## src/sv/vpd_pkg.sv

```systemverilog
// Package: shared types, constants and helpers for the video presence detector
`timescale 1ns / 1ps

package vpd_pkg;

  localparam int CH_MAX   = 8;
  localparam int SAMPLE_W = 8;
  localparam int SEL_W    = 4;
  localparam int WIN_W    = 16;
  localparam int THR_W    = 24;
  localparam int CHG_W    = 16;
  localparam int ADDR_W   = 5;
  localparam int DATA_W   = 32;

  localparam logic [WIN_W-1:0] WINDOW_RST = WIN_W'(100);
  localparam logic [THR_W-1:0] THRESH_RST = THR_W'(1600);

  typedef enum logic [2:0] {
    REG_WINDOW     = 3'd0,
    REG_THRESH     = 3'd1,
    REG_AUTO       = 3'd2,
    REG_MAN_VIDEO  = 3'd3,
    REG_MAN_WHITE  = 3'd4,
    REG_MAN_RED    = 3'd5,
    REG_MAN_BYPASS = 3'd6
  } reg_idx_t;

  typedef struct packed {
    logic add;
    logic clear;
  } lane_ctl_t;

  typedef struct packed {
    logic             auto_mode;
    logic [SEL_W-1:0] man_video;
    logic [SEL_W-1:0] man_white;
    logic [SEL_W-1:0] man_red;
    logic             man_bypass;
  } sel_cfg_t;

  typedef struct packed {
    logic              window_done;
    logic              mask_changed;
    logic [CH_MAX-1:0] active_set;
    logic [CHG_W-1:0]  change_total;
    logic [SEL_W-1:0]  video_select;
    logic [SEL_W-1:0]  white_audio_select;
    logic [SEL_W-1:0]  red_audio_select;
    logic              bypass_on;
  } result_t;

  // lowest set bit, numbered from 1; 0 when empty
  function automatic logic [SEL_W-1:0] lowest_active(input logic [CH_MAX-1:0] m);
    logic [SEL_W-1:0] ch;
    ch = '0;
    for (int i = CH_MAX - 1; i >= 0; i--) begin
      if (m[i]) begin
        ch = SEL_W'(i + 1);
      end
    end
    return ch;
  endfunction

endpackage

```

## src/sv/vpd_if.sv

```systemverilog
// Interfaces: packet input channel and result output channel
`timescale 1ns / 1ps

interface vpd_in_if;
  logic                          valid;
  logic                          ready;
  logic                          packet_ok;
  logic [vpd_pkg::SAMPLE_W-1:0]  sample_0;
  logic [vpd_pkg::SAMPLE_W-1:0]  sample_1;
  logic [vpd_pkg::SAMPLE_W-1:0]  sample_2;
  logic [vpd_pkg::SAMPLE_W-1:0]  sample_3;
  logic [vpd_pkg::SAMPLE_W-1:0]  sample_4;
  logic [vpd_pkg::SAMPLE_W-1:0]  sample_5;
  logic [vpd_pkg::SAMPLE_W-1:0]  sample_6;
  logic [vpd_pkg::SAMPLE_W-1:0]  sample_7;

  modport source (output valid, packet_ok, sample_0, sample_1, sample_2, sample_3,
                  sample_4, sample_5, sample_6, sample_7, input ready);
  modport sink   (input valid, packet_ok, sample_0, sample_1, sample_2, sample_3,
                  sample_4, sample_5, sample_6, sample_7, output ready);
endinterface

interface vpd_out_if;
  logic                        valid;
  logic                        ready;
  logic                        window_done;
  logic                        mask_changed;
  logic [vpd_pkg::CH_MAX-1:0]  active_set;
  logic [vpd_pkg::CHG_W-1:0]   change_total;
  logic [vpd_pkg::SEL_W-1:0]   video_select;
  logic [vpd_pkg::SEL_W-1:0]   white_audio_select;
  logic [vpd_pkg::SEL_W-1:0]   red_audio_select;
  logic                        bypass_on;

  modport source (output valid, window_done, mask_changed, active_set, change_total,
                  video_select, white_audio_select, red_audio_select, bypass_on,
                  input ready);
  modport sink   (input valid, window_done, mask_changed, active_set, change_total,
                  video_select, white_audio_select, red_audio_select, bypass_on,
                  output ready);
endinterface

```

## src/sv/vpd_lane.sv

```systemverilog
// Channel lane: saturating running sum and threshold compare
`timescale 1ns / 1ps

module vpd_lane #(
  parameter int SUM_WIDTH = 24
) (
  input  logic                         clk,
  input  logic                         rst_n,
  input  vpd_pkg::lane_ctl_t           ctl,
  input  logic [vpd_pkg::SAMPLE_W-1:0] sample,
  input  logic [vpd_pkg::THR_W-1:0]    threshold,
  output logic                         active
);
  import vpd_pkg::*;

  localparam int CMP_W = (SUM_WIDTH > THR_W) ? SUM_WIDTH : THR_W;

  logic [SUM_WIDTH-1:0] sum_r, sum_nxt, sum_sat;
  logic [SUM_WIDTH:0]   sum_ext;

  always_comb begin
    sum_ext = {1'b0, sum_r} + (SUM_WIDTH + 1)'(sample);
    sum_sat = sum_ext[SUM_WIDTH] ? '1 : sum_ext[SUM_WIDTH-1:0];
    active  = CMP_W'(sum_sat) > CMP_W'(threshold);
    sum_nxt = sum_r;
    if (ctl.add) begin
      sum_nxt = ctl.clear ? '0 : sum_sat;
    end
  end

  always_ff @(posedge clk) begin
    if (!rst_n) begin
      sum_r <= '0;
    end else begin
      sum_r <= sum_nxt;
    end
  end

endmodule

```

## src/sv/vpd_merge.sv

```systemverilog
// Merge stage: window count, mask compare, change counter and switch selection
`timescale 1ns / 1ps

module vpd_merge #(
  parameter int CHANNELS = 8
) (
  input  logic                        clk,
  input  logic                        rst_n,
  input  logic                        accept,
  input  logic                        packet_ok,
  input  logic [vpd_pkg::WIN_W-1:0]   window_len,
  input  logic [vpd_pkg::CH_MAX-1:0]  active,
  input  vpd_pkg::sel_cfg_t           sel_cfg,
  output vpd_pkg::lane_ctl_t          ctl,
  output vpd_pkg::result_t            result
);
  import vpd_pkg::*;

  localparam logic [SEL_W-1:0] CH_TOP = SEL_W'(CHANNELS);

  logic [WIN_W-1:0]  count_r, count_nxt;
  logic [CH_MAX-1:0] mask_r, mask_nxt;
  logic [CHG_W-1:0]  chg_r, chg_nxt;
  logic [WIN_W:0]    cnt_inc;
  logic              add, done, changed;
  logic [SEL_W-1:0]  ch;

  always_comb begin
    add       = accept && packet_ok;
    cnt_inc   = {1'b0, count_r} + (WIN_W + 1)'(1);
    done      = add && (cnt_inc >= {1'b0, window_len});
    changed   = done && (active != mask_r);
    count_nxt = count_r;
    if (add) begin
      count_nxt = done ? '0 : cnt_inc[WIN_W-1:0];
    end
    mask_nxt  = changed ? active : mask_r;
    chg_nxt   = changed ? chg_r + CHG_W'(1) : chg_r;
    ctl.add   = add;
    ctl.clear = done;
  end

  always_comb begin
    ch                  = lowest_active(mask_nxt);
    result.window_done  = done;
    result.mask_changed = changed;
    result.active_set   = mask_nxt;
    result.change_total = chg_nxt;
    if (sel_cfg.auto_mode) begin
      result.video_select       = ch;
      result.white_audio_select = ch;
      result.red_audio_select   = ch;
      result.bypass_on          = (ch == '0);
    end else begin
      result.video_select       = (sel_cfg.man_video > CH_TOP) ? '0 : sel_cfg.man_video;
      result.white_audio_select = (sel_cfg.man_white > CH_TOP) ? '0 : sel_cfg.man_white;
      result.red_audio_select   = (sel_cfg.man_red > CH_TOP) ? '0 : sel_cfg.man_red;
      result.bypass_on          = sel_cfg.man_bypass;
    end
  end

  always_ff @(posedge clk) begin
    if (!rst_n) begin
      count_r <= '0;
      mask_r  <= '0;
      chg_r   <= '0;
    end else begin
      count_r <= count_nxt;
      mask_r  <= mask_nxt;
      chg_r   <= chg_nxt;
    end
  end

endmodule

```

## src/sv/video_presence_detect_autoswitch.sv

```systemverilog
// Top level: video presence detector with automatic input switching
`timescale 1ns / 1ps

// Takes one packet item per clock cycle unless the output stalls and returns one
// result item per packet, registered in the cycle after the packet is accepted.
// CHANNELS lanes (up to eight) each keep a saturating SUM_WIDTH-bit running sum; when
// the packet count reaches window_packets the lane sums are compared against
// presence_threshold and the merge stage updates the active mask, the change counter
// and the switch selects. The output register decouples the two sides: a new packet is
// taken whenever the output register is empty or its item is being taken in the same
// cycle, so the sustained rate is one item per cycle. Channels numbered above CHANNELS
// read as inactive. Registers are written over the APB port at byte address 4*index.

module video_presence_detect_autoswitch #(
  parameter int CHANNELS  = 8,
  parameter int SUM_WIDTH = 24
) (
  input  logic                        clk,
  input  logic                        rst_n,
  vpd_in_if.sink                      in_ch,
  vpd_out_if.source                   out_ch,
  input  logic                        psel,
  input  logic                        penable,
  input  logic                        pwrite,
  input  logic [vpd_pkg::ADDR_W-1:0]  paddr,
  input  logic [vpd_pkg::DATA_W-1:0]  pwdata,
  output logic [vpd_pkg::DATA_W-1:0]  prdata,
  output logic                        pready
);
  import vpd_pkg::*;

  logic [WIN_W-1:0] window_r;
  logic [THR_W-1:0] thresh_r;
  sel_cfg_t         sel_cfg_r;
  reg_idx_t         reg_idx;
  logic             cfg_wr;

  logic                 in_ready, accept;
  logic [SAMPLE_W-1:0]  samples [CH_MAX];
  logic [CH_MAX-1:0]    active;
  lane_ctl_t            ctl;
  result_t              result, res_r;
  logic                 out_valid_r;

  // configuration port
  assign pready  = 1'b1;
  assign reg_idx = reg_idx_t'(paddr[ADDR_W-1:2]);
  assign cfg_wr  = psel && penable && pwrite && pready;

  always_comb begin
    case (reg_idx)
      REG_WINDOW:     prdata = DATA_W'(window_r);
      REG_THRESH:     prdata = DATA_W'(thresh_r);
      REG_AUTO:       prdata = DATA_W'(sel_cfg_r.auto_mode);
      REG_MAN_VIDEO:  prdata = DATA_W'(sel_cfg_r.man_video);
      REG_MAN_WHITE:  prdata = DATA_W'(sel_cfg_r.man_white);
      REG_MAN_RED:    prdata = DATA_W'(sel_cfg_r.man_red);
      REG_MAN_BYPASS: prdata = DATA_W'(sel_cfg_r.man_bypass);
      default:        prdata = '0;
    endcase
  end

  always_ff @(posedge clk) begin
    if (!rst_n) begin
      window_r             <= WINDOW_RST;
      thresh_r             <= THRESH_RST;
      sel_cfg_r.auto_mode  <= 1'b0;
      sel_cfg_r.man_video  <= '0;
      sel_cfg_r.man_white  <= '0;
      sel_cfg_r.man_red    <= '0;
      sel_cfg_r.man_bypass <= 1'b1;
    end else if (cfg_wr) begin
      case (reg_idx)
        REG_WINDOW:     window_r             <= pwdata[WIN_W-1:0];
        REG_THRESH:     thresh_r             <= pwdata[THR_W-1:0];
        REG_AUTO:       sel_cfg_r.auto_mode  <= pwdata[0];
        REG_MAN_VIDEO:  sel_cfg_r.man_video  <= pwdata[SEL_W-1:0];
        REG_MAN_WHITE:  sel_cfg_r.man_white  <= pwdata[SEL_W-1:0];
        REG_MAN_RED:    sel_cfg_r.man_red    <= pwdata[SEL_W-1:0];
        REG_MAN_BYPASS: sel_cfg_r.man_bypass <= pwdata[0];
        default: ;
      endcase
    end
  end

  // handshake
  assign in_ready    = !out_valid_r || out_ch.ready;
  assign in_ch.ready = in_ready;
  assign accept      = in_ch.valid && in_ready;

  assign samples[0] = in_ch.sample_0;
  assign samples[1] = in_ch.sample_1;
  assign samples[2] = in_ch.sample_2;
  assign samples[3] = in_ch.sample_3;
  assign samples[4] = in_ch.sample_4;
  assign samples[5] = in_ch.sample_5;
  assign samples[6] = in_ch.sample_6;
  assign samples[7] = in_ch.sample_7;

  for (genvar g = 0; g < CH_MAX; g++) begin : g_lane
    if (g < CHANNELS) begin : g_on
      vpd_lane #(.SUM_WIDTH(SUM_WIDTH)) u_lane (
        .clk       (clk),
        .rst_n     (rst_n),
        .ctl       (ctl),
        .sample    (samples[g]),
        .threshold (thresh_r),
        .active    (active[g])
      );
    end else begin : g_off
      assign active[g] = 1'b0;
    end
  end

  vpd_merge #(.CHANNELS(CHANNELS)) u_merge (
    .clk        (clk),
    .rst_n      (rst_n),
    .accept     (accept),
    .packet_ok  (in_ch.packet_ok),
    .window_len (window_r),
    .active     (active),
    .sel_cfg    (sel_cfg_r),
    .ctl        (ctl),
    .result     (result)
  );

  // output register
  always_ff @(posedge clk) begin
    if (!rst_n) begin
      out_valid_r <= 1'b0;
    end else if (in_ready) begin
      out_valid_r <= in_ch.valid;
    end
  end

  always_ff @(posedge clk) begin
    if (accept) begin
      res_r <= result;
    end
  end

  assign out_ch.valid              = out_valid_r;
  assign out_ch.window_done        = res_r.window_done;
  assign out_ch.mask_changed       = res_r.mask_changed;
  assign out_ch.active_set         = res_r.active_set;
  assign out_ch.change_total       = res_r.change_total;
  assign out_ch.video_select       = res_r.video_select;
  assign out_ch.white_audio_select = res_r.white_audio_select;
  assign out_ch.red_audio_select   = res_r.red_audio_select;
  assign out_ch.bypass_on          = res_r.bypass_on;

endmodule

```

## src/flat_wrapper.sv

```systemverilog
// flat-port wrapper written by rule: the top's interface ports become plain ports
module video_presence_detect_autoswitch_flat import vpd_pkg::*;
#(
  parameter int CHANNELS  = 8,
  parameter int SUM_WIDTH = 24
)
  (clk, rst_n, psel, penable, pwrite, paddr, pwdata, prdata, pready, in_ch_valid, in_ch_packet_ok, in_ch_sample_0, in_ch_sample_1, in_ch_sample_2, in_ch_sample_3, in_ch_sample_4, in_ch_sample_5, in_ch_sample_6, in_ch_sample_7, in_ch_ready, out_ch_valid, out_ch_window_done, out_ch_mask_changed, out_ch_active_set, out_ch_change_total, out_ch_video_select, out_ch_white_audio_select, out_ch_red_audio_select, out_ch_bypass_on, out_ch_ready);
  vpd_in_if in_ch_i ();
  vpd_out_if out_ch_i ();
  input  logic clk;
  input  logic rst_n;
  input  logic psel;
  input  logic penable;
  input  logic pwrite;
  input  logic [vpd_pkg::ADDR_W-1:0] paddr;
  input  logic [vpd_pkg::DATA_W-1:0] pwdata;
  output logic [vpd_pkg::DATA_W-1:0] prdata;
  output logic pready;
  input wire logic [$bits(in_ch_i.valid)-1:0] in_ch_valid;
  input wire logic [$bits(in_ch_i.packet_ok)-1:0] in_ch_packet_ok;
  input wire logic [$bits(in_ch_i.sample_0)-1:0] in_ch_sample_0;
  input wire logic [$bits(in_ch_i.sample_1)-1:0] in_ch_sample_1;
  input wire logic [$bits(in_ch_i.sample_2)-1:0] in_ch_sample_2;
  input wire logic [$bits(in_ch_i.sample_3)-1:0] in_ch_sample_3;
  input wire logic [$bits(in_ch_i.sample_4)-1:0] in_ch_sample_4;
  input wire logic [$bits(in_ch_i.sample_5)-1:0] in_ch_sample_5;
  input wire logic [$bits(in_ch_i.sample_6)-1:0] in_ch_sample_6;
  input wire logic [$bits(in_ch_i.sample_7)-1:0] in_ch_sample_7;
  output wire logic [$bits(in_ch_i.ready)-1:0] in_ch_ready;
  output wire logic [$bits(out_ch_i.valid)-1:0] out_ch_valid;
  output wire logic [$bits(out_ch_i.window_done)-1:0] out_ch_window_done;
  output wire logic [$bits(out_ch_i.mask_changed)-1:0] out_ch_mask_changed;
  output wire logic [$bits(out_ch_i.active_set)-1:0] out_ch_active_set;
  output wire logic [$bits(out_ch_i.change_total)-1:0] out_ch_change_total;
  output wire logic [$bits(out_ch_i.video_select)-1:0] out_ch_video_select;
  output wire logic [$bits(out_ch_i.white_audio_select)-1:0] out_ch_white_audio_select;
  output wire logic [$bits(out_ch_i.red_audio_select)-1:0] out_ch_red_audio_select;
  output wire logic [$bits(out_ch_i.bypass_on)-1:0] out_ch_bypass_on;
  input wire logic [$bits(out_ch_i.ready)-1:0] out_ch_ready;
  assign in_ch_i.valid = in_ch_valid;
  assign in_ch_i.packet_ok = in_ch_packet_ok;
  assign in_ch_i.sample_0 = in_ch_sample_0;
  assign in_ch_i.sample_1 = in_ch_sample_1;
  assign in_ch_i.sample_2 = in_ch_sample_2;
  assign in_ch_i.sample_3 = in_ch_sample_3;
  assign in_ch_i.sample_4 = in_ch_sample_4;
  assign in_ch_i.sample_5 = in_ch_sample_5;
  assign in_ch_i.sample_6 = in_ch_sample_6;
  assign in_ch_i.sample_7 = in_ch_sample_7;
  assign in_ch_ready = in_ch_i.ready;
  assign out_ch_valid = out_ch_i.valid;
  assign out_ch_window_done = out_ch_i.window_done;
  assign out_ch_mask_changed = out_ch_i.mask_changed;
  assign out_ch_active_set = out_ch_i.active_set;
  assign out_ch_change_total = out_ch_i.change_total;
  assign out_ch_video_select = out_ch_i.video_select;
  assign out_ch_white_audio_select = out_ch_i.white_audio_select;
  assign out_ch_red_audio_select = out_ch_i.red_audio_select;
  assign out_ch_bypass_on = out_ch_i.bypass_on;
  assign out_ch_i.ready = out_ch_ready;
  video_presence_detect_autoswitch #(.CHANNELS(CHANNELS), .SUM_WIDTH(SUM_WIDTH)) u_core (.clk(clk), .rst_n(rst_n), .in_ch(in_ch_i), .out_ch(out_ch_i), .psel(psel), .penable(penable), .pwrite(pwrite), .paddr(paddr), .pwdata(pwdata), .prdata(prdata), .pready(pready));
endmodule
```

## config.mk

```make
export PLATFORM = sky130hd
export DESIGN_NAME = video_presence_detect_autoswitch_flat
export DESIGN_NICKNAME = d
export VERILOG_FILES = /design/src/sv/vpd_pkg.sv /design/src/sv/vpd_if.sv /design/src/sv/vpd_lane.sv /design/src/sv/vpd_merge.sv /design/src/sv/video_presence_detect_autoswitch.sv /design/src/flat_wrapper.sv
export SDC_FILE = /design/constraint.sdc
export NUM_CORES = 1
export LEC_CHECK = 0
export ABC_AREA = 1
export BUFFER_PORTS_ARGS = -buffer_cell sky130_fd_sc_hd__buf_4
export CELL_PAD_IN_SITES_DETAIL_PLACEMENT = 1
export CELL_PAD_IN_SITES_GLOBAL_PLACEMENT = 1
export CORE_ASPECT_RATIO = 1.4
export CORE_MARGIN = 4
export CORE_UTILIZATION = 38
export DETAILED_ROUTE_END_ITERATION = 16
export HOLD_SLACK_MARGIN = 0.06
export PLACE_DENSITY_LB_ADDON = 0.1
export SYNTH_ARGS = -nofsm -noshare
export SYNTH_HDL_FRONTEND = slang
export SYNTH_HIERARCHICAL = 1
export SYNTH_SLANG_ARGS = --single-unit
```

## constraint.sdc

```tcl
create_clock -name clk -period 16.08 [get_ports clk]
set_clock_uncertainty 0.05 [all_clocks]
set_input_delay 3.216 -clock clk [delete_from_list [all_inputs] [get_ports clk]]
set_output_delay 3.216 -clock clk [all_outputs]
set_load 0.005 [all_outputs]
```

==> flow_metrics.tcl <==
set metrics [dict create \
    final.setup.tns_ps 0 \
    synth_edf_count 39 \
    final_core_util 0.434 \
    drv_slew 0 \
    routed_wl_um 103000 \
    fin_crit_sh 0.510 \
    critical_path_class "in -> reg" \
    cp-start-kind "input port" \
    worst_pin_slew_ps 1150 \
    ys.warnings.count 6 \
    synthCells 4591 \
    place.gp.congestion 0.847 \
    start_util 0.385 \
    power_density_mw_per_mm2 69.1 \
    min_path_cells 2 \
    drtAntennaViolNets 0 \
    final-setup-viol-count 0 \
    area_delta_synth_final_pct 12.7 \
    fin_nets 5129 \
    cell_internal_pwr_w 0.00161 \
    drive_above_1_share 0.133 \
    ys_seq_area_frac 0.234 \
    slew_headroom 0.233 \
    leakagePower_nw 15.8 \
    drt_iter0_markers 1221 \
    fmax_mhz 122 \
    grt_pass1_wl_um 163000 \
    cpPeakStageDelay_ps 570 \
    cts_root_buf "clkbuf_16" \
    cts.repair.resized 0 \
    max-clock-path-buffers 3 \
    cts_hold_buf 0 \
    ff2ff_setup_slack_ps 10300 \
    ys_types 51 \
    fp.dieArea_sq_mm 0.0825 \
    maxCapViolations 0 \
    avgSynthCellArea_sq_um 6.45 \
    final_common_cell "nand2_1" \
    worst_ep_required_time_ps 16400 \
    finalHoldViolCount 0 \
    synth_ff_type "dfxtp_1" \
    vias_per_cell 5.02 \
    synth_area_sq_mm 0.0296 \
    swShare 0.301 \
    cts_tree "built" \
    wl_per_cell_um 17.7 \
    dp_hpwl_um 78200 \
    period_minus_slack_ps 8200 \
    critPathSlowestCell "a31oi_1" \
    clkPwrFrac 0.468 \
    clk_pin_slew_ps 60 \
    power_frac_seq 0.371 \
    first_pass_iters 5 \
    grt_use_total 0.247 \
    grt_pass1_vias 30400 \
    port_buffers 163 \
    fp-row-count 120 \
    r2r_end "u_core/out_ch.bypass_on" \
    r2r_cells 25 \
    vias 29200 \
    hp-start "u_core/g_lane[0].g_on.u_lane/sum_r[4]" \
    switchingPower_w 0.000694 \
    vdd_ir_drop_max_mv 0.0792 \
    antenna_found_initial 5 \
    cp.arrival_ps 8530 \
    drc 0 \
    hp-class "reg -> reg" \
    grt_overflow_total 0 \
    status "complete, no violations" \
    die_height_um 338 \
    fill_cells 10300 \
    cts_buffers 43 \
    synthArstFlopShare 0 \
    worst_setup_path_end_kind "flip-flop" \
    die_w_um 244 \
    htree_levels 2 \
    cp-startpoint "in_ch_sample_3[0]" \
    clock_sinks 326 \
    grt_max_degree 66 \
    mostFrequentLayoutCells "nand2_1, inv_1, nor2_1, nand3_1, dfxtp_1" \
    synth_seq_cells 326 \
    rsz0062_at_grt "false" \
    io_pins 183 \
    pwr-share-comb 0.161 \
    r2r_start "u_core/g_lane[3].g_on.u_lane/sum_r[0]" \
    worst_skew_pair.late_latency_ps 620 \
    post_cts_buffers 0 \
    holdPathEnd "u_core/g_lane[0].g_on.u_lane/sum_r[4]" \
    core-area_sq_mm 0.0769 \
    cp_max_fo 18 \
]
worst max path at each step:
stage	endpoint	cells past startpoint	slack, ps
5_1_grt	u_core/out_ch.red_audio_select[3]	27	7400
2_1_floorplan	u_core/g_lane[0].g_on.u_lane/sum_r[18]	12	8470
3_3_place_gp	u_core/out_ch.bypass_on	26	7200
3_5_place_dp	u_core/out_ch.bypass_on	26	7170
4_1_cts	u_core/out_ch.bypass_on	26	7830
6_report	u_core/out_ch.bypass_on	26	7880
sequential cells by signal, summed over array words and instances (netlist names), 8 cells and up:
register,count
u_core/sel_cfg_r,14
u_core/u_merge/mask_r,8
u_core/out_ch.change_total,16
u_core/window_r,16
u_core/u_merge/count_r,16
u_core/g_lane.g_on.u_lane/sum_r,192
u_core/u_merge/chg_r,16
u_core/thresh_r,24
u_core/out_ch.active_set,8
layout make-up:
class | instances | area [sq um] | area share
timing repair buffer | 195 | 1460 | 0.0439
tap | 1037 | 1300 | 0.0389
inverter | 773 | 2900 | 0.0870
antenna | 2 | 5.00 | 0.000150
sequential | 326 | 6920 | 0.207
clock inverter | 17 | 270 | 0.00810
clock buffer | 63 | 1310 | 0.0394
multi-input combinational | 3399 | 19200 | 0.575
power groups by stage:
stage,logic (W),registers [W],clock network [W]
finish,0.000371,0.000855,0.00108
global route,0.000425,0.000857,0.00114
global placement,0.000366,0.000873,0
CTS,0.000376,0.000855,0.00112
floorplan,0.000253,0.000869,0
detailed placement,0.000374,0.000873,0
worst max-delay path, delay by kind of cell:
kind	cells	cell delay, ps
compound gates	3	900
buf+inv	1	110
fa+ha+maj	3	1050
simple gates	18	3070
xor+xnor	1	140
synth_stat cells, drive strengths merged (2+ instances only):
library cell | n | share of area
a211oi | 4 | 0.0010
nor2 | 454 | 0.068
inv | 770 | 0.098
nor3 | 36 | 0.0093
nand3b | 10 | 0.0025
dfxtp | 287 | 0.19
xor2 | 69 | 0.021
conb | 2 | 0.00025
clkbuf | 39 | 0.0049
o211ai | 7 | 0.0018
clkinv | 3 | 0.00038
nand4 | 92 | 0.020
xnor2 | 10 | 0.0030
buf | 61 | 0.017
or2 | 19 | 0.0040
o21ai | 72 | 0.012
nand3 | 438 | 0.11
a21oi | 306 | 0.055
a21boi | 8 | 0.0020
nand2 | 1556 | 0.21
fa | 8 | 0.0054
edfxtp | 39 | 0.040
ha | 274 | 0.12
o21bai | 8 | 0.0022
a31oi | 14 | 0.0030
per-stage QoR:
step	hold WS, ps	worst slack, ps	total power (W)	area, sq um	instances
2_1_floorplan	397	8470	0.00112	29600	4598
3_3_place_gp	406	7200	0.00124	31800	5730
3_5_place_dp	412	7170	0.00125	31800	5730
4_1_cts	422	7830	0.00235	33300	5810
5_1_grt	439	7400	0.00243	33300	5810
6_report	418	7880	0.00231	33400	5812
logic make-up after synthesis:
kind of cell | after synthesis | share of synthesized area
adder cells (fa/ha/maj) | 282 | 0.121
XOR/XNOR | 79 | 0.0236
AO/OA/AOI/OAI | 421 | 0.0778
flip-flops | 326 | 0.234
other | 2 | 0.000254
buffers and inverters | 873 | 0.120
AND/OR/NAND/NOR | 2608 | 0.424
layer usage:
metal,track usage,wire length (um),vias up
met2,0.453,51700,400
met4,0.0893,4110,0
met3,0.0375,4190,164
li1,-,-,14800
met5,0,0,-
met1,0.288,43000,13800
Note: power is estimated with default switching activity, not from simulation.
